--- src/goih_pkg.sv ---
package goih_pkg;

    localparam int NBINS = 6;
    localparam int SUM_W = 32;
    localparam int PIX_W = 8;
    localparam int CFG_W = 10;

    typedef enum logic [0:0] {
        REG_IMAGE_WIDTH  = 1'b0,
        REG_IMAGE_HEIGHT = 1'b1
    } reg_index_t;

    typedef logic [SUM_W-1:0] sum_t;

    // classified item handed from front to back
    typedef struct packed {
        logic [2:0]  bin;
        logic [8:0]  mag;
        logic        add;
        logic        first_row;
        logic        row_end;
        logic        frame_end;
    } goih_item_t;

    // exact sector test on |gr|, |gc| (9-bit magnitudes of 8-bit differences) and their signs
    function automatic logic [2:0] pick_bin(input logic signed [9:0] gr,
                                            input logic signed [9:0] gc);
        logic [8:0]         a;
        logic [8:0]         d;
        logic               neg;
        logic signed [11:0] u;
        logic signed [11:0] v;
        logic [21:0]        dd3;
        logic [1:0]         cls;
        logic [2:0]         res;
        a   = gr[9] ? 9'(-gr) : gr[8:0];
        d   = gc[9] ? 9'(-gc) : gc[8:0];
        neg = (gr != 10'sd0) && (gr[9] != gc[9]);
        u   = 12'(2 * {3'b0, d}) - 12'({3'b0, a});
        v   = 12'({3'b0, a}) - 12'(2 * {3'b0, d});
        dd3 = 22'(3) * 22'(d) * 22'(d);
        if (u > 0 && 22'(u * u) > dd3)      cls = 2'd0;
        else if (a <= d)                    cls = 2'd1;
        else if (v > 0 && 22'(v * v) > dd3) cls = 2'd3;
        else                                cls = 2'd2;
        if (gc == 10'sd0)      res = 3'd0;
        else if (cls == 2'd0)  res = 3'd3;
        else if (!neg)         res = (cls == 2'd1) ? 3'd4 : 3'd5;
        else if (cls == 2'd1)  res = 3'd2;
        else if (cls == 2'd2)  res = 3'd1;
        else                   res = 3'd0;
        return res;
    endfunction

endpackage

--- src/goih_fifo.sv ---
module goih_fifo import goih_pkg::*; #(
    parameter int WIDTH = 194,
    parameter int DEPTH = 16
) (
    input  logic             clk,
    input  logic             rst_n,
    input  logic             push,
    input  logic [WIDTH-1:0] wdata,
    input  logic             pop,
    output logic [WIDTH-1:0] rdata,
    output logic             empty,
    output logic [$clog2(DEPTH+1)-1:0] count
);

    localparam int AW = $clog2(DEPTH);

    logic [WIDTH-1:0] mem [DEPTH];
    logic [AW-1:0] wp_reg, rp_reg;
    logic [$clog2(DEPTH+1)-1:0] cnt_reg;

    always_ff @(posedge clk or negedge rst_n)
    begin
        if (!rst_n)
        begin
            wp_reg  <= '0;
            rp_reg  <= '0;
            cnt_reg <= '0;
        end
        else
        begin
            if (push)
            begin
                wp_reg <= AW'(wp_reg + AW'(1));
            end
            if (pop && !empty)
            begin
                rp_reg <= AW'(rp_reg + AW'(1));
            end
            cnt_reg <= cnt_reg + (push ? 1'b1 : 1'b0) - ((pop && !empty) ? 1'b1 : 1'b0);
        end
    end

    always_ff @(posedge clk)
    begin
        if (push)
        begin
            mem[wp_reg] <= wdata;
        end
    end

    assign rdata = mem[rp_reg];
    assign empty = (cnt_reg == '0);
    assign count = cnt_reg;

endmodule

--- config.mk ---
export PLATFORM = sky130hd
export DESIGN_NAME = goih_fifo
export DESIGN_NICKNAME = d
export VERILOG_FILES = /design/src/goih_pkg.sv /design/src/goih_fifo.sv
export SDC_FILE = /design/constraint.sdc
export NUM_CORES = 2
export LEC_CHECK = 0
export ABC_CLOCK_PERIOD_IN_PS = 18950
export BUFFER_PORTS_ARGS = -buffer_cell sky130_fd_sc_hd__buf_2
export CELL_PAD_IN_SITES_DETAIL_PLACEMENT = 1
export CELL_PAD_IN_SITES_GLOBAL_PLACEMENT = 2
export CORE_UTILIZATION = 45
export CTS_CLUSTER_DIAMETER = 100
export DETAILED_ROUTE_END_ITERATION = 6
export PLACE_DENSITY_LB_ADDON = 0.2
export SETUP_SLACK_MARGIN = 0.4
export SYNTH_ARGS = -nofsm -noshare
export SYNTH_HDL_FRONTEND = slang
export SYNTH_SLANG_ARGS = --single-unit
--- constraint.sdc ---
create_clock -name clk -period 18.95 [get_ports clk]
set_clock_uncertainty 0.1 [all_clocks]
set_input_delay 0.9475 -clock clk [delete_from_list [all_inputs] [get_ports clk]]
set_output_delay 0.9475 -clock clk [all_outputs]
set_load 0.05 [all_outputs]
---- After elaboration in Yosys (flattened, before gate mapping) ----
Memories as Yosys holds them, arrays and structs flattened.
Index checks and enable logic that the tools add are counted.
operators by class
  reductions and logical operators ........ 3
  add/subtract/negate cells ............... 4
  muxes and demuxes ....................... 4
operators by type and width
  cell                   count
  $add A4 B1 Y4 const B  2
  $add A5 B1 Y5          1
  $logic_not A5 Y1       1
  $sub A5 B1 Y5          1
  $mux W1                4
  $logic_and A1 B1 Y1    1
  $logic_not A1 Y1       1
word-level totals
  input bits .............................. 198
  memories ................................ 1
  memory bits (writable) .................. 3104
  output and inout port bits .............. 200
  register bits after elaboration ......... 13
memory list
  memory  depth  width  rd ports  clocked after Yosys merged registers in  write ports  RTL line         source
  mem     16     194    1         0                                        1            goih_fifo.sv:17  logic [WIDTH-1:0] mem [DEPTH];

---- Logic depth before layout (Yosys ltp) ----
  depth in word-level cells ............... 5
  depth in mapped cells ................... 13
  mapped depth without buffers ............ 12

---- Least setup slack after synthesis ----
No wires, ideal clock.
  path kind ............................... input port to flip-flop
  start ................................... in push
  end ..................................... mem mem[3][0] (enable)
  data required time ...................... 17.865 ns
  stages on the path ...................... 3
  slack ................................... 3.434 ns
  buffers on the path ..................... 1
  arrival ................................. 14.431 ns
  library setup time ...................... 0.985 ns
  path through ............................ clkbuf_1 -> nand2_1 -> nor3_1
between the ends
  cells in the longest elaborated chain, start to end .. 2
RTL lines
  element                        RTL line         source
  start, declared                goih_fifo.sv:7   input logic push,
  $mux W1                        goih_fifo.sv:45  if (push)
  $mux W1 (implied by the code)  goih_fifo.sv:47  mem[wp_reg] <= wdata;
  end, declared                  goih_fifo.sv:17
Every way passes these cells.

---- Worst setup path after layout ----
  start ................................... reg rp_reg[0]
  end ..................................... out rdata[54]
between the ends
  cells in the longest elaborated chain, start to end .. 1
RTL lines
  element                 RTL line         source
  start, declared         goih_fifo.sv:18  logic [AW-1:0] wp_reg, rp_reg;
  start signal, assigned  goih_fifo.sv:37  rp_reg <= AW'(rp_reg + AW'(1));
  $mem_v2 Z16 W194        n/a
  end, declared           goih_fifo.sv:10  output logic [WIDTH-1:0] rdata,
Every way passes these cells.

==> metrics.txt <==
largest net degree at the start of global routing about 150; Clock Tree Buf Depth 4; Worst slew margin between 10% and 20%; Syn Nets roughly 5300; Routed met1 length roughly 130 mm; total gr overflow 0; Die Area 0.263 sq mm; Ports around 400; Syn-to-layout area delta 13.8%; initial antenna violation count just over 90; Most flops, register mem; Final period util between 40 and 50%; RSZ-0062 raised after global routing no; Max Used Layer met5; Setup CP Type reg2out; Synth Area in Compound Gates 2.94%; Layout Nets between 5000 and 6000; main combinational cell family by area after synthesis multiplexers; max FFs per register 3104; vias per cell around 6.0; Die Ht a little over 500 um; Yosys reg bits 3117; maxcap violations 0; fraction of layout cells with a size suffix above 1 between 20 and 30%; Static Leak about 43 nW; CTS tree done; Multi-input gate area between 0.02 and 0.025 sq mm; CP Launch Type register; Max Fclk approximately 0.13 GHz; first-pass GRT wire length around 430 mm; Clock Tree Root clkbuf_16; post-CTS sizing 0; Routability Congestion 0.709; Detailed Route WL between 300 and 400 mm; Reg power frac 38.4%; Yosys top cell area share about four fifths; Worst EP arrival roughly 6.8 ns; row count ~190; Setup TNS Final 0 ns; CTS sink count a little over 3000; sequential cell area 0.0935 sq mm; crit-path max FO between 100 and 150; Finished Core Util approximately half; Switch Pwr 7.89 mW; Peak VDD IR 141 uV; Comb power frac approximately a third; crit end category output pin; power density over the cells between 150 and 200 mW/mm^2; multiplexer area fraction after synthesis between 10% and 20%; worst skew pair latency 0.95 ns; DRC marker count from the first detailed-route iteration just over 5000; most common cell after layout, fill and taps aside edfxtp_1; Net Sw Frac between 30 and 40%; worst hold path stage count 2; Clock power frac about 28%; WL met3 between 15 and 20 mm; cell taking the most area after synthesis edfxtp_1; Synth Area in Adders less than 1%; Slew @ Worst Pin around 1.2 ns; most frequent cells in the layout edfxtp_1, mux4_2, buf_2; Simple-Gate Fraction of Synth Area under 10%; IO Port Bufs slightly below 400; Fill cells 22419; Starting Density between 40% and 50%; non-filler instance count after layout between 9000 and 10000; Hold Path Class in2reg; fin crit period 7.82 ns; top cells by area, synth edfxtp_1, mux4_2, a22oi_1; worst setup path start rp_reg[0]$_DFFE_PN0P_; first-pass iteration count of the detailed router 5; syn_area_per_cell 22.8 sq um; Syn Std Cell Area about 0.12 sq mm; Post-DRT Antenna Nets 0; placed insts 8763; vias in the first global route between 50000 and 60000; status complete, no violations; detailed-route via count 56192; reg2reg path depth 5; Worst path max stage delay between 0.8 and 0.9 ns; Setup violations, final 0; Clk pin slew, worst setup/hold paths approximately 0.06 ns; met2 routed WL 147 mm; cell mode on critical path buf_4; Int Power roughly 14 mW; Worst Path Required roughly 18 ns; worst r2r src wp_reg[3]$_DFFE_PN0P_; post-synthesis xor/xnor area fraction less than 1%; Hold Vio Cnt, Final 0; H-tree levels 5; Total Routing Usage GR between 20% and 30%; post-synth cell types 33; Gate Count Post-Synth around 5000; slowest CP cell dfrtp_4; Die Wd ~510 um; fin. max-slew vios 0; HP Start push; Placeable Area approximately 0.26 sq mm; HPWL Detailed 150 mm; Ys Warns 0; crit path cell chain buf_12, buf_4, buf_4, buf_4, mux4_2, a22oi_1, nand2_1, buf_2; DRC errors left 0; total CTS buffers around 340; drt wl/cell approximately 32 um; sequential element share of the synthesized area 79.7%
[cell usage after synthesis]
cell type  number
a211oi_1       26
a21o_1          1
a21oi_1        62
a22oi_1       305
a32oi_1        19
and2_1         29
buf_1          20
buf_2          77
buf_4          15
buf_6          30
clkbuf_1      142
dfrtp_1        13
edfxtp_1     3104
fa_1            1
ha_1           11
inv_1           8
inv_2           2
mux2_2         16
mux2i_1       198
mux4_2        669
nand2_1       217
nand2b_1        7
nand3_1        24
nand4_1         1
nor2_1         40
nor2b_1         5
nor3_1          2
nor4b_1         1
o211ai_1        8
o21ai_0        18
o22ai_1        53
xnor2_1         6
xor2_1          4
[layer usage]
| layer | global-route usage, % | vias up |
|---|---|---|
| met5 | 0 | - |
| met3 | 4.45 | 497 |
| met1 | 32.7 | 30993 |
| met2 | 37.3 | 1640 |
| met4 | 5.69 | 58 |
| li1 | - | 23004 |
[power groups by stage]
stage                     clock network (mW)  logic [mW]  registers [mW]
after floorplan                            0        5.26            8.76
after detailed placement                   0        7.57            8.63
after global placement                     0        7.53            8.59
final                                   6.16        7.45            8.48
after global routing                    6.52        7.87            8.53
after CTS                               6.30        7.59            8.49
[area by class of cell]
class / instances / area share (%)
Inverter: 10 / 0.0300
Multi-Input combinational cell: 1723 / 16.8
Timing Repair Buffer: 512 / 2.29
Antenna cell: 20 / 0.0375
Clock inverter: 163 / 0.959
Tap cell: 3402 / 3.19
Sequential cell: 3117 / 70.1
Clock buffer: 422 / 6.63
[path summary, 6_finish.rpt]
check / to / slack, ns
max in group asynchronous: rp_reg[3]$_DFFE_PN0P_ / 18.08
setup reg to reg: mem[12][189]$_DFFE_PP_ / 14.48
hold reg to reg: wp_reg[0]$_DFFE_PN0P_ / 0.47
setup / recovery: rdata[54] / 11.13
min in group asynchronous: count[1]$_DFF_PN0_ / 0.36
hold / removal: wp_reg[0]$_DFFE_PN0P_ / 0.25
[through the flow]
step                      area (sq um)  worst slack, ns  total power, mW  hold WS (ns)
final                           134000            11.13             22.1         0.253
after global routing            134000            10.57             22.9         0.230
after CTS                       133000            10.83             22.4         0.162
after detailed placement        123000            11.89             16.2         0.458
after global placement          123000            11.97             16.1         0.455
after floorplan                 117000             3.43             14.0         0.412
[cell families after synthesis]
kind of cell               Yosys count
adders and majority gates           12
buffers and inverters              294
muxes                              883
xor gates and xnor gates            10
AOI/OAI and AO/OA                  492
DFF                               3117
and+or+nand+nor                    326
[critical path: cells and delay by family, from the launching register on]
family	cells	cell delay, ns
compound gates	1	0.24
buf+inv	5	3.44
flops	1	0.88
mux	1	0.60
simple gates	1	0.20
[what timing repair did]
item,in CTS,in global routing
hold buffers,1,0
setup buffers,0,0
endpoints found under the hold margin,13,0
Note: power is estimated with default switching activity, not from simulation.
