### config.mk
export PLATFORM = sky130hd
export DESIGN_NAME = goih_front
export DESIGN_NICKNAME = d
export VERILOG_FILES = /design/src/goih_pkg.sv /design/src/goih_front.sv
export SDC_FILE = /design/constraint.sdc
export NUM_CORES = 1
export LEC_CHECK = 0
export BUFFER_PORTS_ARGS = -buffer_cell sky130_fd_sc_hd__clkbuf_2
export CAP_MARGIN = 10
export CORE_ASPECT_RATIO = 0.8
export CORE_MARGIN = 2
export CORE_UTILIZATION = 55
export DETAILED_ROUTE_END_ITERATION = 7
export PLACE_DENSITY = 0.75
export SYNTH_ARGS = -nofsm -noshare
export SYNTH_HDL_FRONTEND = slang
export SYNTH_SLANG_ARGS = --single-unit
export TNS_END_PERCENT = 10
### constraint.sdc
create_clock -name clk -period 10.2 [get_ports clk]
set_input_delay 0.51 -clock clk [delete_from_list [all_inputs] [get_ports clk]]
set_output_delay 0.51 -clock clk [all_outputs]
set_load 0.02 [all_outputs]
### src/goih_pkg.sv
package goih_pkg;

    localparam int NBINS = 6;
    localparam int SUM_W = 32;
    localparam int PIX_W = 8;
    localparam int CFG_W = 10;

    typedef enum logic [0:0] {
        REG_IMAGE_WIDTH  = 1'b0,
        REG_IMAGE_HEIGHT = 1'b1
    } reg_index_t;

    typedef logic [SUM_W-1:0] sum_t;

    // classified item handed from front to back
    typedef struct packed {
        logic [2:0]  bin;
        logic [8:0]  mag;
        logic        add;
        logic        first_row;
        logic        row_end;
        logic        frame_end;
    } goih_item_t;

    // exact sector test on |gr|, |gc| (9-bit magnitudes of 8-bit differences) and their signs
    function automatic logic [2:0] pick_bin(input logic signed [9:0] gr,
                                            input logic signed [9:0] gc);
        logic [8:0]         a;
        logic [8:0]         d;
        logic               neg;
        logic signed [11:0] u;
        logic signed [11:0] v;
        logic [21:0]        dd3;
        logic [1:0]         cls;
        logic [2:0]         res;
        a   = gr[9] ? 9'(-gr) : gr[8:0];
        d   = gc[9] ? 9'(-gc) : gc[8:0];
        neg = (gr != 10'sd0) && (gr[9] != gc[9]);
        u   = 12'(2 * {3'b0, d}) - 12'({3'b0, a});
        v   = 12'({3'b0, a}) - 12'(2 * {3'b0, d});
        dd3 = 22'(3) * 22'(d) * 22'(d);
        if (u > 0 && 22'(u * u) > dd3)      cls = 2'd0;
        else if (a <= d)                    cls = 2'd1;
        else if (v > 0 && 22'(v * v) > dd3) cls = 2'd3;
        else                                cls = 2'd2;
        if (gc == 10'sd0)      res = 3'd0;
        else if (cls == 2'd0)  res = 3'd3;
        else if (!neg)         res = (cls == 2'd1) ? 3'd4 : 3'd5;
        else if (cls == 2'd1)  res = 3'd2;
        else if (cls == 2'd2)  res = 3'd1;
        else                   res = 3'd0;
        return res;
    endfunction

endpackage

### src/goih_front.sv
module goih_front import goih_pkg::*; #(
    parameter int MAX_COLUMNS = 512,
    parameter int MAX_ROWS    = 512
) (
    input  logic                     clk,
    input  logic                     rst_n,
    input  logic                     in_valid,
    input  logic [PIX_W-1:0]         pixel_up,
    input  logic [PIX_W-1:0]         pixel_down,
    input  logic [PIX_W-1:0]         pixel_left,
    input  logic [PIX_W-1:0]         pixel_right,
    input  logic [CFG_W-1:0]         image_width,
    input  logic [CFG_W-1:0]         image_height,
    output logic                     out_valid,
    output goih_item_t               out_item,
    output logic [$clog2(MAX_COLUMNS)-1:0] out_col
);

    localparam int CW = $clog2(MAX_COLUMNS);
    localparam int RW = $clog2(MAX_ROWS);
    localparam int XW = (CW > RW ? CW : RW) + 2;

    logic [CW-1:0] col_reg, col_next;
    logic [RW-1:0] row_reg, row_next;
    logic [XW-1:0] w, h, c, r;

    // stage 1 registers
    logic               s1_valid_reg;
    logic signed [9:0]  s1_gr_reg, s1_gc_reg;
    logic [16:0]        s1_sq_reg;
    logic               s1_add_reg, s1_first_reg, s1_rend_reg, s1_fend_reg;
    logic [CW-1:0]      s1_col_reg;

    // stage 2: iterative-free root from per-bit restoring steps split over 9 stages
    logic               root_valid [10];
    logic [16:0]        root_rem [10];
    logic [8:0]         root_val [10];
    goih_item_t         root_item [10];
    logic [CW-1:0]      root_col [10];

    logic signed [9:0] gr, gc;
    logic row_end, frame_end;

    always_comb
    begin
        w = (XW'(image_width) < XW'(3)) ? XW'(3) :
            (XW'(image_width) > XW'(MAX_COLUMNS)) ? XW'(MAX_COLUMNS) : XW'(image_width);
        h = (XW'(image_height) < XW'(3)) ? XW'(3) :
            (XW'(image_height) > XW'(MAX_ROWS)) ? XW'(MAX_ROWS) : XW'(image_height);
        c = XW'(col_reg);
        r = XW'(row_reg);
        gr = 10'(signed'({2'b0, pixel_down})) - 10'(signed'({2'b0, pixel_up}));
        gc = 10'(signed'({2'b0, pixel_right})) - 10'(signed'({2'b0, pixel_left}));
        row_end   = (c + XW'(1) >= w);
        frame_end = row_end && (r + XW'(1) >= h);
        if (row_end)
        begin
            col_next = '0;
            row_next = frame_end ? '0 : RW'(r + XW'(1));
        end
        else
        begin
            col_next = CW'(c + XW'(1));
            row_next = row_reg;
        end
    end

    always_ff @(posedge clk or negedge rst_n)
    begin
        if (!rst_n)
        begin
            col_reg      <= '0;
            row_reg      <= '0;
            s1_valid_reg <= 1'b0;
        end
        else
        begin
            s1_valid_reg <= in_valid;
            if (in_valid)
            begin
                col_reg <= col_next;
                row_reg <= row_next;
            end
        end
    end

    always_ff @(posedge clk)
    begin
        if (in_valid)
        begin
            s1_gr_reg    <= gr;
            s1_gc_reg    <= gc;
            s1_sq_reg    <= 17'(gr * gr) + 17'(gc * gc);
            s1_add_reg   <= (r >= XW'(1)) && (r + XW'(2) <= h) &&
                            (c >= XW'(1)) && (c + XW'(2) <= w);
            s1_first_reg <= (row_reg == '0);
            s1_rend_reg  <= row_end;
            s1_fend_reg  <= frame_end;
            s1_col_reg   <= col_reg;
        end
    end

    // bin is decided here; magnitude via nine one-bit root steps
    always_comb
    begin
        root_valid[0]           = s1_valid_reg;
        root_rem[0]             = s1_sq_reg;
        root_val[0]             = '0;
        root_item[0].bin        = pick_bin(s1_gr_reg, s1_gc_reg);
        root_item[0].mag        = '0;
        root_item[0].add        = s1_add_reg;
        root_item[0].first_row  = s1_first_reg;
        root_item[0].row_end    = s1_rend_reg;
        root_item[0].frame_end  = s1_fend_reg;
        root_col[0]             = s1_col_reg;
    end

    for (genvar i = 0; i < 9; i++)
    begin : g_root
        localparam int B = 8 - i;
        logic [17:0] trial;
        logic        take;
        logic        v_reg;
        logic [16:0] rem_reg;
        logic [8:0]  val_reg;
        goih_item_t  item_reg;
        logic [CW-1:0] col_q;

        // try setting bit B: (val + 2^B)^2 <= sq  ->  rem >= 2*val*2^B + 4^B
        assign trial = (18'(root_val[i]) << (B + 1)) + (18'(1) << (2 * B));
        assign take  = (18'(root_rem[i]) >= trial);

        always_ff @(posedge clk or negedge rst_n)
        begin
            if (!rst_n)
            begin
                v_reg <= 1'b0;
            end
            else
            begin
                v_reg <= root_valid[i];
            end
        end

        always_ff @(posedge clk)
        begin
            rem_reg  <= take ? 17'(18'(root_rem[i]) - trial) : root_rem[i];
            val_reg  <= take ? (root_val[i] | (9'(1) << B)) : root_val[i];
            item_reg <= root_item[i];
            col_q    <= root_col[i];
        end

        assign root_valid[i+1] = v_reg;
        assign root_rem[i+1]   = rem_reg;
        assign root_val[i+1]   = val_reg;
        assign root_item[i+1]  = item_reg;
        assign root_col[i+1]   = col_q;
    end

    always_comb
    begin
        out_valid     = root_valid[9];
        out_item      = root_item[9];
        out_item.mag  = root_val[9];
        out_col       = root_col[9];
    end

endmodule

======== Word level (Yosys, flattened, before mapping) ========
Index checks and enable logic that the tools add are counted.
storage, ports and cells
  flip-flop bits (word level) ............. 437
  bits in latches ......................... 0
  memory bits (writable) .................. 0
  memory bits (read-only) ................. 0
  input port bits ......................... 55
  output and inout bits ................... 26
  logic and storage cells ................. 198
  memories ................................ 0
cells by class
  add/sub/neg operators ................... 27
  $mul .................................... 6
  div/mod/pow operators ................... 0
  order comparisons ....................... 24
  equality and inequality tests ........... 3
  shift-type cells ........................ 0
  mux-type cells .......................... 25
  bitwise operators ....................... 0
  reduce and logical (&&, ||, !) cells .... 13
operator list
  operator                                                            number
  2-to-1 mux 17 bit                                                   8
  2-to-1 mux 9 bit                                                    5
  > comparator 22 x 20 -> 1 bit                                       2
  multiplier 11 x 11 -> 22 bit                                        2
  2-to-1 mux 10 bit                                                   4
  multiplier 9 x 9 -> 17 bit                                          2
  subtractor 17 bit                                                   2
  greater-or-equal comparator 11 x 10 -> 1 bit                        2
  > comparator 11 x 1 -> 1 bit (second input constant)                2
  adder 9 x 1 -> 10 bit (second input constant)                       2
  adder 9 x 2 -> 10 bit (second input constant)                       2
  > comparator 10 bit (second input constant)                         2
  less-or-equal comparator 10 bit                                     2
  less-than comparator 10 x 2 -> 1 bit (second input constant)        2
  multiplier 11 x 9 -> 20 bit                                         1
  adder 17 x 15 -> 18 bit (second input constant)                     1
  greater-or-equal comparator 17 x 18 -> 1 bit                        1
  greater-or-equal comparator 9 x 1 -> 1 bit (second input constant)  2
  negator 9 bit                                                       2
  subtractor 8 x 8 -> 9 bit                                           2
  adder 16 x 13 -> 17 bit (second input constant)                     1
  adder 17 bit                                                        1
  greater-or-equal comparator 17 x 11 -> 1 bit                        1
  greater-or-equal comparator 17 x 12 -> 1 bit                        1
  other kinds (35)                                                    46

======== Logic depth before layout (Yosys ltp) ========
Gate-level depths: netlist (run 1).
  depth in word-level cells ............... 14
  gate-level depth with buffers ........... 47
  mapped depth without buffers ............ 44

======== Worst setup path before layout (run 1) ========
No wires, ideal clock.
  kind .................................... register to register
  start point ............................. register s1_gc_reg[0]
  end point ............................... register g_root[0].item_reg[13] (netlist bit)
  setup time .............................. 0.139 ns
  arrival ................................. 9.867 ns
  required time ........................... 10.061 ns
  path slack .............................. 0.194 ns
  cell stages (with the launch flop) ...... 44
  buffers on the path ..................... 4
  period minus slack after synthesis ...... 10.006 ns
  cells stage by stage .................... edfxtp_1 > inv_1 > ha_1 > nand2b_1 > or3b_2 > o211a_1 > clkbuf_1 > inv_1 > clkbuf_1 > ha_1 > clkbuf_1 > a21boi_0 > a221oi_1 > o22ai_1 > a32o_1 > a21oi_1 > nor2_2 > inv_1 > (+8 left out) > fa_1 > inv_1 > ha_1 > a211oi_1 > o21bai_1 > a21o_1 > a21oi_1 > o21ai_0 > nor3_1 > xnor2_1 > ha_1 > nand4_1 > nor4_1 > a221oi_1 > o21ai_0 > a221oi_1 > o41ai_1 > o21ai_0
on the way
  word-level cells in the longest chain between the ends .. 14
  elaborated cells on any way between the ends .. 27
  those cells by class .................... add/sub: 3; mul: 4; order compare: 5; eq/ne: 2; mux: 9; reduce/logical: 4
RTL lines
  element                                                                             line                            source
  start, declared                                                                     goih_front.sv:29                logic signed [9:0] s1_gr_reg, s1_gc_reg;
  start signal, assigned                                                              goih_front.sv:92                s1_gc_reg <= gc;
  negator 9 bit                                                                       goih_pkg.sv:37                  d = gc[9] ? 9'(-gc) : gc[8:0];
  2-to-1 mux 9 bit                                                                    goih_pkg.sv:37
  multiplier 2 x 9 -> 11 bit / subtractor 9 x 10 -> 11 bit (equally long branches)    goih_pkg.sv:41, goih_pkg.sv:40
  multiplier 11 x 9 -> 20 bit / multiplier 11 x 11 -> 22 bit (equally long branches)  goih_pkg.sv:41, goih_pkg.sv:44
  > comparator 22 x 20 -> 1 bit                                                       goih_pkg.sv:44                  else if (v > 0 && 22'(v * v) > dd3) cls = 2'd3;
  logical AND 1 bit                                                                   goih_pkg.sv:44
  2-to-1 mux 1 bit                                                                    goih_pkg.sv:44
  2-to-1 mux 2 bit                                                                    goih_pkg.sv:43                  else if (a <= d) cls = 2'd1;
  2-to-1 mux 2 bit                                                                    goih_pkg.sv:42                  if (u > 0 && 22'(u * u) > dd3) cls = 2'd0;
  == test 2 bit                                                                       goih_pkg.sv:50                  else if (cls == 2'd2) res = 3'd1;
  2-to-1 mux 1 bit                                                                    goih_pkg.sv:50
  2-to-1 mux 3 bit                                                                    goih_pkg.sv:49                  else if (cls == 2'd1) res = 3'd2;
  2-to-1 mux 3 bit                                                                    goih_pkg.sv:48                  else if (!neg) res = (cls == 2'd1) ? 3'd4 : 3'd5;
  2-to-1 mux 2 bit                                                                    goih_pkg.sv:47                  else if (cls == 2'd0) res = 3'd3;
  end signal, assigned                                                                goih_front.sv:149               item_reg <= root_item[i];
  end, declared                                                                       goih_front.sv:126               goih_item_t item_reg;
Several ways; a longest one is shown, not always the timed one.
A chain may end at the register's enable or synchronous reset.

======== Final worst setup path (run 1) ========
  start point ............................. register s1_gc_reg[1]
  end point ............................... register g_root[0].item_reg[14] (netlist bit)
on the way
  word-level cells in the longest chain between the ends .. 13
  elaborated cells on any way between the ends .. 24
  those cells by class .................... add/sub: 3; mul: 4; order compare: 5; eq/ne: 1; mux: 7; reduce/logical: 4
RTL lines
  element                                                                             line
  negator 9 bit                                                                       goih_pkg.sv:37
  2-to-1 mux 9 bit                                                                    goih_pkg.sv:37
  multiplier 2 x 9 -> 11 bit / subtractor 9 x 10 -> 11 bit (equally long branches)    goih_pkg.sv:41, goih_pkg.sv:40
  multiplier 11 x 9 -> 20 bit / multiplier 11 x 11 -> 22 bit (equally long branches)  goih_pkg.sv:41, goih_pkg.sv:44
  > comparator 22 x 20 -> 1 bit                                                       goih_pkg.sv:44
  logical AND 1 bit                                                                   goih_pkg.sv:44
  2-to-1 mux 1 bit                                                                    goih_pkg.sv:44
  2-to-1 mux 2 bit                                                                    goih_pkg.sv:43
  2-to-1 mux 2 bit                                                                    goih_pkg.sv:42
  == test 2 x 1 -> 1 bit                                                              goih_pkg.sv:49
  2-to-1 mux 3 bit                                                                    goih_pkg.sv:49
  2-to-1 mux 3 bit                                                                    goih_pkg.sv:48
  2-to-1 mux 2 bit                                                                    goih_pkg.sv:47
Several ways; a longest one is shown, not always the timed one.

==> summary.md, run 1 <==
| Metric | Value |
|---|---|
| Die height | 221 um |
| Largest area contributor in the netlist | fa_1 |
| #FFs+latches synth | 401 |
| Pre-Repair DR Iteration Count | 8 |
| Final period util | 94.1% |
| Slew Viols, Final | 0 |
| GRT overflow | 0 |
| Drt total wl | 65,300 um |
| Synth top area share | 25.1% |
| Synth-to-Final Area Change | 8.83% |
| Total Routing Usage GR | 22.4% |
| Cells after Synth | around 3,300 |
| CP startpoint | s1_gc_reg[1]$_DFFE_PP_ |
| Clock root cell | clkbuf_16 |
| Outcome | finished, violations left |
| CTS buffer count | 37 |
| Mapped Avg Cell Area | 9.83 um2 |
| RR Endpoint | g_root[0].item_reg[14]$_SDFF_PP0_ |
| Quantity of I/O buffers inserted on ports | 80 |
| Final core utilization | 60.6% |
| Reg-to-Reg Start | s1_gc_reg[1]$_DFFE_PP_ |
| Post-layout net count | roughly 4,300 |
| Number of flops mapped to enable cells by yosys | 48 |
| Achievable Freq | 0.104 GHz |
| CP Data Arrival Time | 10.06 ns |
| CTS tree | yes |
| Worst-path maximum fanout | 10 |
| Num Clock Sinks | 401 |
| Vias | 22,000 |
| Number of flip-flops under the largest register name | between 100 and 150 |
| Worst skew pair latency | 0.55 ns |
| Ys flop type | dfxtp_1 |
| Largest net degree at the start of global routing | 65 |
| Design Area, Final | roughly 0.035 mm2 |
| Core area | roughly 0.058 mm2 |
| RSZ-0062 raised after global routing | false |
| Diode count | 0 |
| Critical Path Max Stage Delay | 0.57 ns |
| H-Tree Depth | 2 |
| Mapped Area | 0.0325 mm2 |
| Seq/Total Area, Yosys | 26.6% |
| # setup viols final | 0 |
| Drt drc | 3 |
| Worst r2r path cells | 40 |
| Number of global-route vias before repair | 22,400 |
| Crit Path Class | register to register |
| Async S/R FF share, synth | 6.98% |
| Storage element area | between 0.008 and 0.009 mm2 |
| Global-route wire length before repair | 111,000 um |
| Worst clock skew | roughly 0.026 ns |
| Detail Placement HPWL | approximately 53,000 um |
| Cell Area, Placed | 0.0341 mm2 |
| Endpoints failing hold | 0 |
| Max_slew headroom | 24.8% |
| GP Congestion | 0.940 |
| Multi-input logic area | 0.0211 mm2 |
| Crit. End Element | register |
| Post-Route Setup TNS | 0 ns |
| Least-Margin Pin Slew | 1.13 ns |
| Maximum clock path buffer count | 3 |
| Startpoint Class | register |
| WL per Instance | 15.4 um |
| Vias per std cell | 5.20 |
| Slowest cell on crit path | fa_1 |
| Final ANT Viol Nets | 0 |
| Initial core utilization | 55.7% |
| Proportion of layout cells with a drive suffix above 1 | between 6 and 7% |
| Cell Rows | 79 |
| YS warnings | 0 |
| Die area | 0.0610 mm2 |
| Failing checks | DRC |
| Top post-synthesis cells by area | fa_1 (25%), dfxtp_1 (20%), ha_1 (14%) |
| Die W | around 280 um |
| Max-Cap Viols | 0 |
| I/O pin total | around 80 |
| FF-to-FF setup slack | 0.60 ns |
| Fin crit period | ~9.6 ns |
| Worst-path clk slew | 0.06 ns |
| Initial detailed-routing violation count | 1,474 |
| HP Class | input port to asynchronous set/reset pin |
| # fillers | 4,846 |
| Distinct cells, synth | 79 |
| Worst EP required | 10.66 ns |
| Initial antenna violation count | 0 |
==> layout make-up <==
type	count	area share, %
clock buffers	51	2.97
clock inverters	17	0.467
inverters	689	7.35
multi-input cells	2169	59.7
flip-flops and latches	401	24.5
well taps	769	2.72
repair buffers	137	2.34
==> layout by cell type, fill, tap and decap left out, types with 25 or more instances in the layout <==
| master | instances |
|---|---|
| inv_1 | 674 |
| fa_1 | 407 |
| ha_1 | 372 |
| dfxtp_1 | 325 |
| nand2_1 | 275 |
| nor2_1 | 196 |
| xnor2_1 | 154 |
| a21oi_1 | 108 |
| o21ai_0 | 88 |
| clkbuf_2 | 80 |
| xor2_1 | 62 |
| buf_4 | 57 |
| nand2b_1 | 48 |
| edfxtp_1 | 48 |
| a21o_1 | 47 |
| and2_1 | 41 |
| clkbuf_16 | 37 |
| nor3_1 | 36 |
| nand3_1 | 31 |
| dfrtp_1 | 28 |
| o21a_1 | 26 |
| nor2b_1 | 25 |
==> kinds of logic after synthesis <==
kind of cell / share of synthesized area (%)
muxes: 0.458
and+or+nand+nor: 10.9
other: 0.0231
adders and majority gates: 39.5
xor gates and xnor gates: 6.25
DFF: 26.6
buffers and inverters: 8.59
AOI/OAI and AO/OA: 7.72
==> cells in the mapped netlist (28+ instances only) <==
| library cell | instances |
|---|---|
| a21o_1 | 47 |
| a21oi_1 | 108 |
| dfrtp_1 | 28 |
| xnor2_1 | 155 |
| and2_1 | 41 |
| fa_1 | 408 |
| nand2_1 | 275 |
| nand2b_1 | 48 |
| ha_1 | 372 |
| xor2_1 | 63 |
| edfxtp_1 | 48 |
| nor2_1 | 196 |
| inv_1 | 676 |
| dfxtp_1 | 325 |
| o21ai_0 | 92 |
| nor3_1 | 36 |
| nand3_1 | 31 |
| clkbuf_1 | 43 |
==> worst max path at each step <==
stage | end | slack, ns
2_1_floorplan | g_root[0].item_reg[13]$_SDFF_PP0_ | 0.19
3_3_place_gp | g_root[0].item_reg[13]$_SDFF_PP0_ | 0.62
3_5_place_dp | g_root[0].item_reg[13]$_SDFF_PP0_ | 0.33
4_1_cts | g_root[0].item_reg[13]$_SDFF_PP0_ | 0.30
6_report | g_root[0].item_reg[14]$_SDFF_PP0_ | 0.60
5_1_grt | g_root[0].item_reg[13]$_SDFF_PP0_ | 0.01
==> layer usage <==
layer / part of all wire (%) / global-route usage (%)
met2: 45 / 34.7
met1: 46 / 32.3
met3: 7.2 / 4.35
met5: 0 / 0
met4: 2.4 / 5.78
==> per-stage QoR <==
step | setup WS (ns) | std cells | hold WS (ns)
after floorplan | 0.194 | 3309 | 0.214
after global placement | 0.625 | 4159 | 0.310
after detailed placement | 0.330 | 4159 | 0.312
after CTS | 0.297 | 4227 | 0.0249
after global routing | 0.0142 | 4233 | 0.0802
final | 0.605 | 4233 | 0.0130
==> repair_timing <==
action,in CTS,in global routing
hold buffers,0,0
resized for setup,0,12
setup buffers,0,6
setup endpoints to repair,0,2
==> worst max-delay path, delay by kind of cell, from the launching register on <==
| kind | cells | cell delay [ns] |
|---|---|---|
| xor gates and xnor gates | 1 | 0.16 |
| buffers and inverters | 7 | 0.72 |
| adders and majority gates | 9 | 3.82 |
| and+or+nand+nor | 10 | 2.22 |
| AOI/OAI and AO/OA | 13 | 2.13 |
| DFF | 1 | 0.44 |
Power of run 1 is left out: the tool's default activity adds up to more than one toggle a clock period on the data nets, which glitch-free logic cannot reach.
==> run 2, diff against run 1 <==
--- a/config.mk
+++ b/config.mk
@@ -11,7 +11,7 @@
 export CORE_MARGIN = 2
 export CORE_UTILIZATION = 55
 export DETAILED_ROUTE_END_ITERATION = 7
-export PLACE_DENSITY = 0.75
+export PLACE_DENSITY = 0.73
 export SYNTH_ARGS = -nofsm -noshare
 export SYNTH_HDL_FRONTEND = slang
 export SYNTH_SLANG_ARGS = --single-unit
==> constraint.sdc (replaced) <==
create_clock -name clk -period 11.24 [get_ports clk]
set_input_delay 0.562 -clock clk [delete_from_list [all_inputs] [get_ports clk]]
set_output_delay 0.562 -clock clk [all_outputs]
set_load 0.02 [all_outputs]
==> summary.md, run 2 (synthesized netlist as in run 1, its figures left out) <==
| Metric | Value |
|---|---|
| Startpoint Class | register |
| Die area | 0.0610 mm2 (unchanged) |
| Storage element area | 0.00865 mm2 (unchanged) |
| WL per Instance | 15.5 um (+0.27%) |
| Slew Viols, Final | 0 (unchanged) |
| Slowest cell on crit path | xor2_1 |
| Final ANT Viol Nets | 0 (unchanged) |
| GP Congestion | 0.929 (-1.1%) |
| Number of global-route vias before repair | 22,500 (+0.49%) |
| CTS Hold Bufs | 0 (unchanged) |
| Worst clock skew | 0.0249 ns (-0.00160 ns) |
| I/O pin total | 81 (unchanged) |
| Maximum clock path buffer count | 3 (unchanged) |
| Num Clock Sinks | 401 (unchanged) |
| Vias | 21,900 (-0.59%) |
| Achievable Freq | 0.0956 GHz (-8.2%) |
| Hold_ws | 0.0694 ns (+0.0563 ns) |
| Core area | 0.0583 mm2 (unchanged) |
| Drt total wl | 65,200 um (-0.20%) |
| Outcome | finished, violations left |
| Quantity of I/O buffers inserted on ports | 80 (unchanged) |
| Largest net degree at the start of global routing | 65 (unchanged) |
| Least-Margin Pin Slew | 1.13 ns (-0.000138 ns) |
| Most used cell, CP | inv_1 |
| GRT overflow | 0 (unchanged) |
| Synth-to-Final Area Change | 8.85% (about the same) |
| Most frequent cells in the layout | inv_1 (674), fa_1 (408), ha_1 (372), dfxtp_1 (325), nand2_1 (275) |
| Initial antenna violation count | 0 (unchanged) |
| Design Area, Final | 0.0354 mm2 (about the same) |
| # setup viols final | 0 (unchanged) |
| Final period util | 93.0% (-1.0 points) |
| Initial core utilization | 55.7% (unchanged) |
| Initial detailed-routing violation count | 1,558 (+5.7%) |
| Critical Path Max Stage Delay | 0.67 ns (+0.10 ns) |
| Crit. End Element | register |
| Multi-input logic area | 0.0211 mm2 (-0.15%) |
| Total Routing Usage GR | 22.6% (+0.14 points) |
| Clock root cell | clkbuf_16 |
| Failing checks | DRC |
| H-Tree Depth | 2 (unchanged) |
| Die W | 276 um (unchanged) |
| Cell Rows | 79 (unchanged) |
| Worst-path maximum fanout | 15 (+5) |
| Fin crit period | 10.46 ns (+0.862 ns) |
| Final cell count without fillers | 4,213 (-0.47%) |
| Most common cell after layout, fill and taps aside | inv_1 |
| HP Class | input port to asynchronous set/reset pin |
| # fillers | 4,838 (-0.17%) |
| Post-Route Setup TNS | 0 ns (unchanged) |
| Vias per std cell | 5.20 (-0.12%) |
| Worst skew pair latency | 0.55 ns (about the same) |
| Diode count | 0 (unchanged) |
| Global-route wire length before repair | 112,000 um (+1.0%) |
| CTS buffer count | 38 (+2.7%) |
| Proportion of layout cells with a drive suffix above 1 | 6.24% (-0.60 points) |
| CTS tree | yes |
| Pre-Repair DR Iteration Count | 8 (unchanged) |
| Drt drc | 3 (unchanged) |
| Post-layout net count | 4,250 (-0.47%) |
| FF-to-FF setup slack | 0.78 ns (+0.18 ns) |
| Max_slew headroom | 24.8% (about the same) |
| Worst-path clk slew | 0.07 ns (about the same) |
| Detail Placement HPWL | 52,700 um (-1.0%) |
| Placed Cells | 4,144 (-0.36%) |
| Die height | 221 um (unchanged) |
| Max-Cap Viols | 0 (unchanged) |
| Endpoints failing hold | 0 (unchanged) |
| Crit Path Class | register to register |
| Worst EP required | 11.63 ns (+0.97 ns) |
| Cell Area, Placed | 0.0339 mm2 (-0.33%) |
| Number of flip-flops under the largest register name | 136 (unchanged) |
| CP Data Arrival Time | 10.85 ns (+0.79 ns) |
## run 2: cell types whose count changed in the layout (fill, tap and decap cells not counted), moves of 2 or more
cell	change
clkinvlp_4	-2
clkbuf_16	+6
o21ai_1	-3
o41ai_1	+2
o21ai_0	+3
bufinv_16	+2
buf_4	-21
clkbuf_1	-4
clkinv_2	-3
o41ai_2	-2
## run 2: critical path, delay by kind of cell, from the launching register on
| kind | cells | cell delay [ns] |
|---|---|---|
| fa+ha+maj | 9 | 3.53 |
| compound gates | 13 | 2.71 |
| buf+inv | 7 | 1.12 |
| simple gates | 9 | 1.72 |
| xor+xnor | 2 | 0.82 |
| flops | 1 | 0.40 |
## run 2: worst paths after layout
path                                           startpoint                                end  cells past startpoint
max reg2reg                        s1_gc_reg[0]$_DFFE_PP_  g_root[0].item_reg[13]$_SDFF_PP0_                     40
min                                                 rst_n             row_reg[4]$_DFFE_PN0P_                      1
max                                s1_gc_reg[0]$_DFFE_PP_  g_root[0].item_reg[13]$_SDFF_PP0_                     40
max in group asynchronous                           rst_n             col_reg[6]$_DFFE_PN0P_                      1
min reg2reg                g_root[5].item_reg[15]$_DFF_P_     g_root[6].item_reg[15]$_DFF_P_                      0
min in group clk           g_root[5].item_reg[15]$_DFF_P_     g_root[6].item_reg[15]$_DFF_P_                      0
## run 2: final cells by class
cell class / count / share of cell area (%)
clock buffer: 53 / 3.35
clock inverter: 16 / 0.644
timing repair buffer: 116 / 1.90
inverter: 689 / 7.35
sequential: 401 / 24.5
multi-input combinational: 2169 / 59.6
tap: 769 / 2.72
## run 2: repair_timing
item / in CTS / in global routing
buffers inserted: 0 / 0
endpoints found under the setup margin: 0 / 1
resized for setup: 0 / 4
## run 2: through the flow
| stage | utilization (%) | setup WS (ns) |
|---|---|---|
| final | 60.6 | 0.782 |
| after global routing | 60.6 | -0.00104 |
| after CTS | 60.6 | 0.586 |
| after detailed placement | 58.2 | 0.632 |
| after global placement | 58.2 | 1.04 |
| after floorplan | - | 1.23 |
## run 2: layer usage
metal / wire length [um] / vias up / track usage [%] / part of all wire [%]
li1: - / 10700 / - / -
met1: 31000 / 10500 / 34.0 / 48
met2: 28800 / 619 / 34.9 / 44
met3: 4380 / 79 / 3.21 / 6.7
met4: 973 / 0 / 4.13 / 1.5
met5: 0 / - / 0 / 0
Power of run 2 is left out for the same reason.
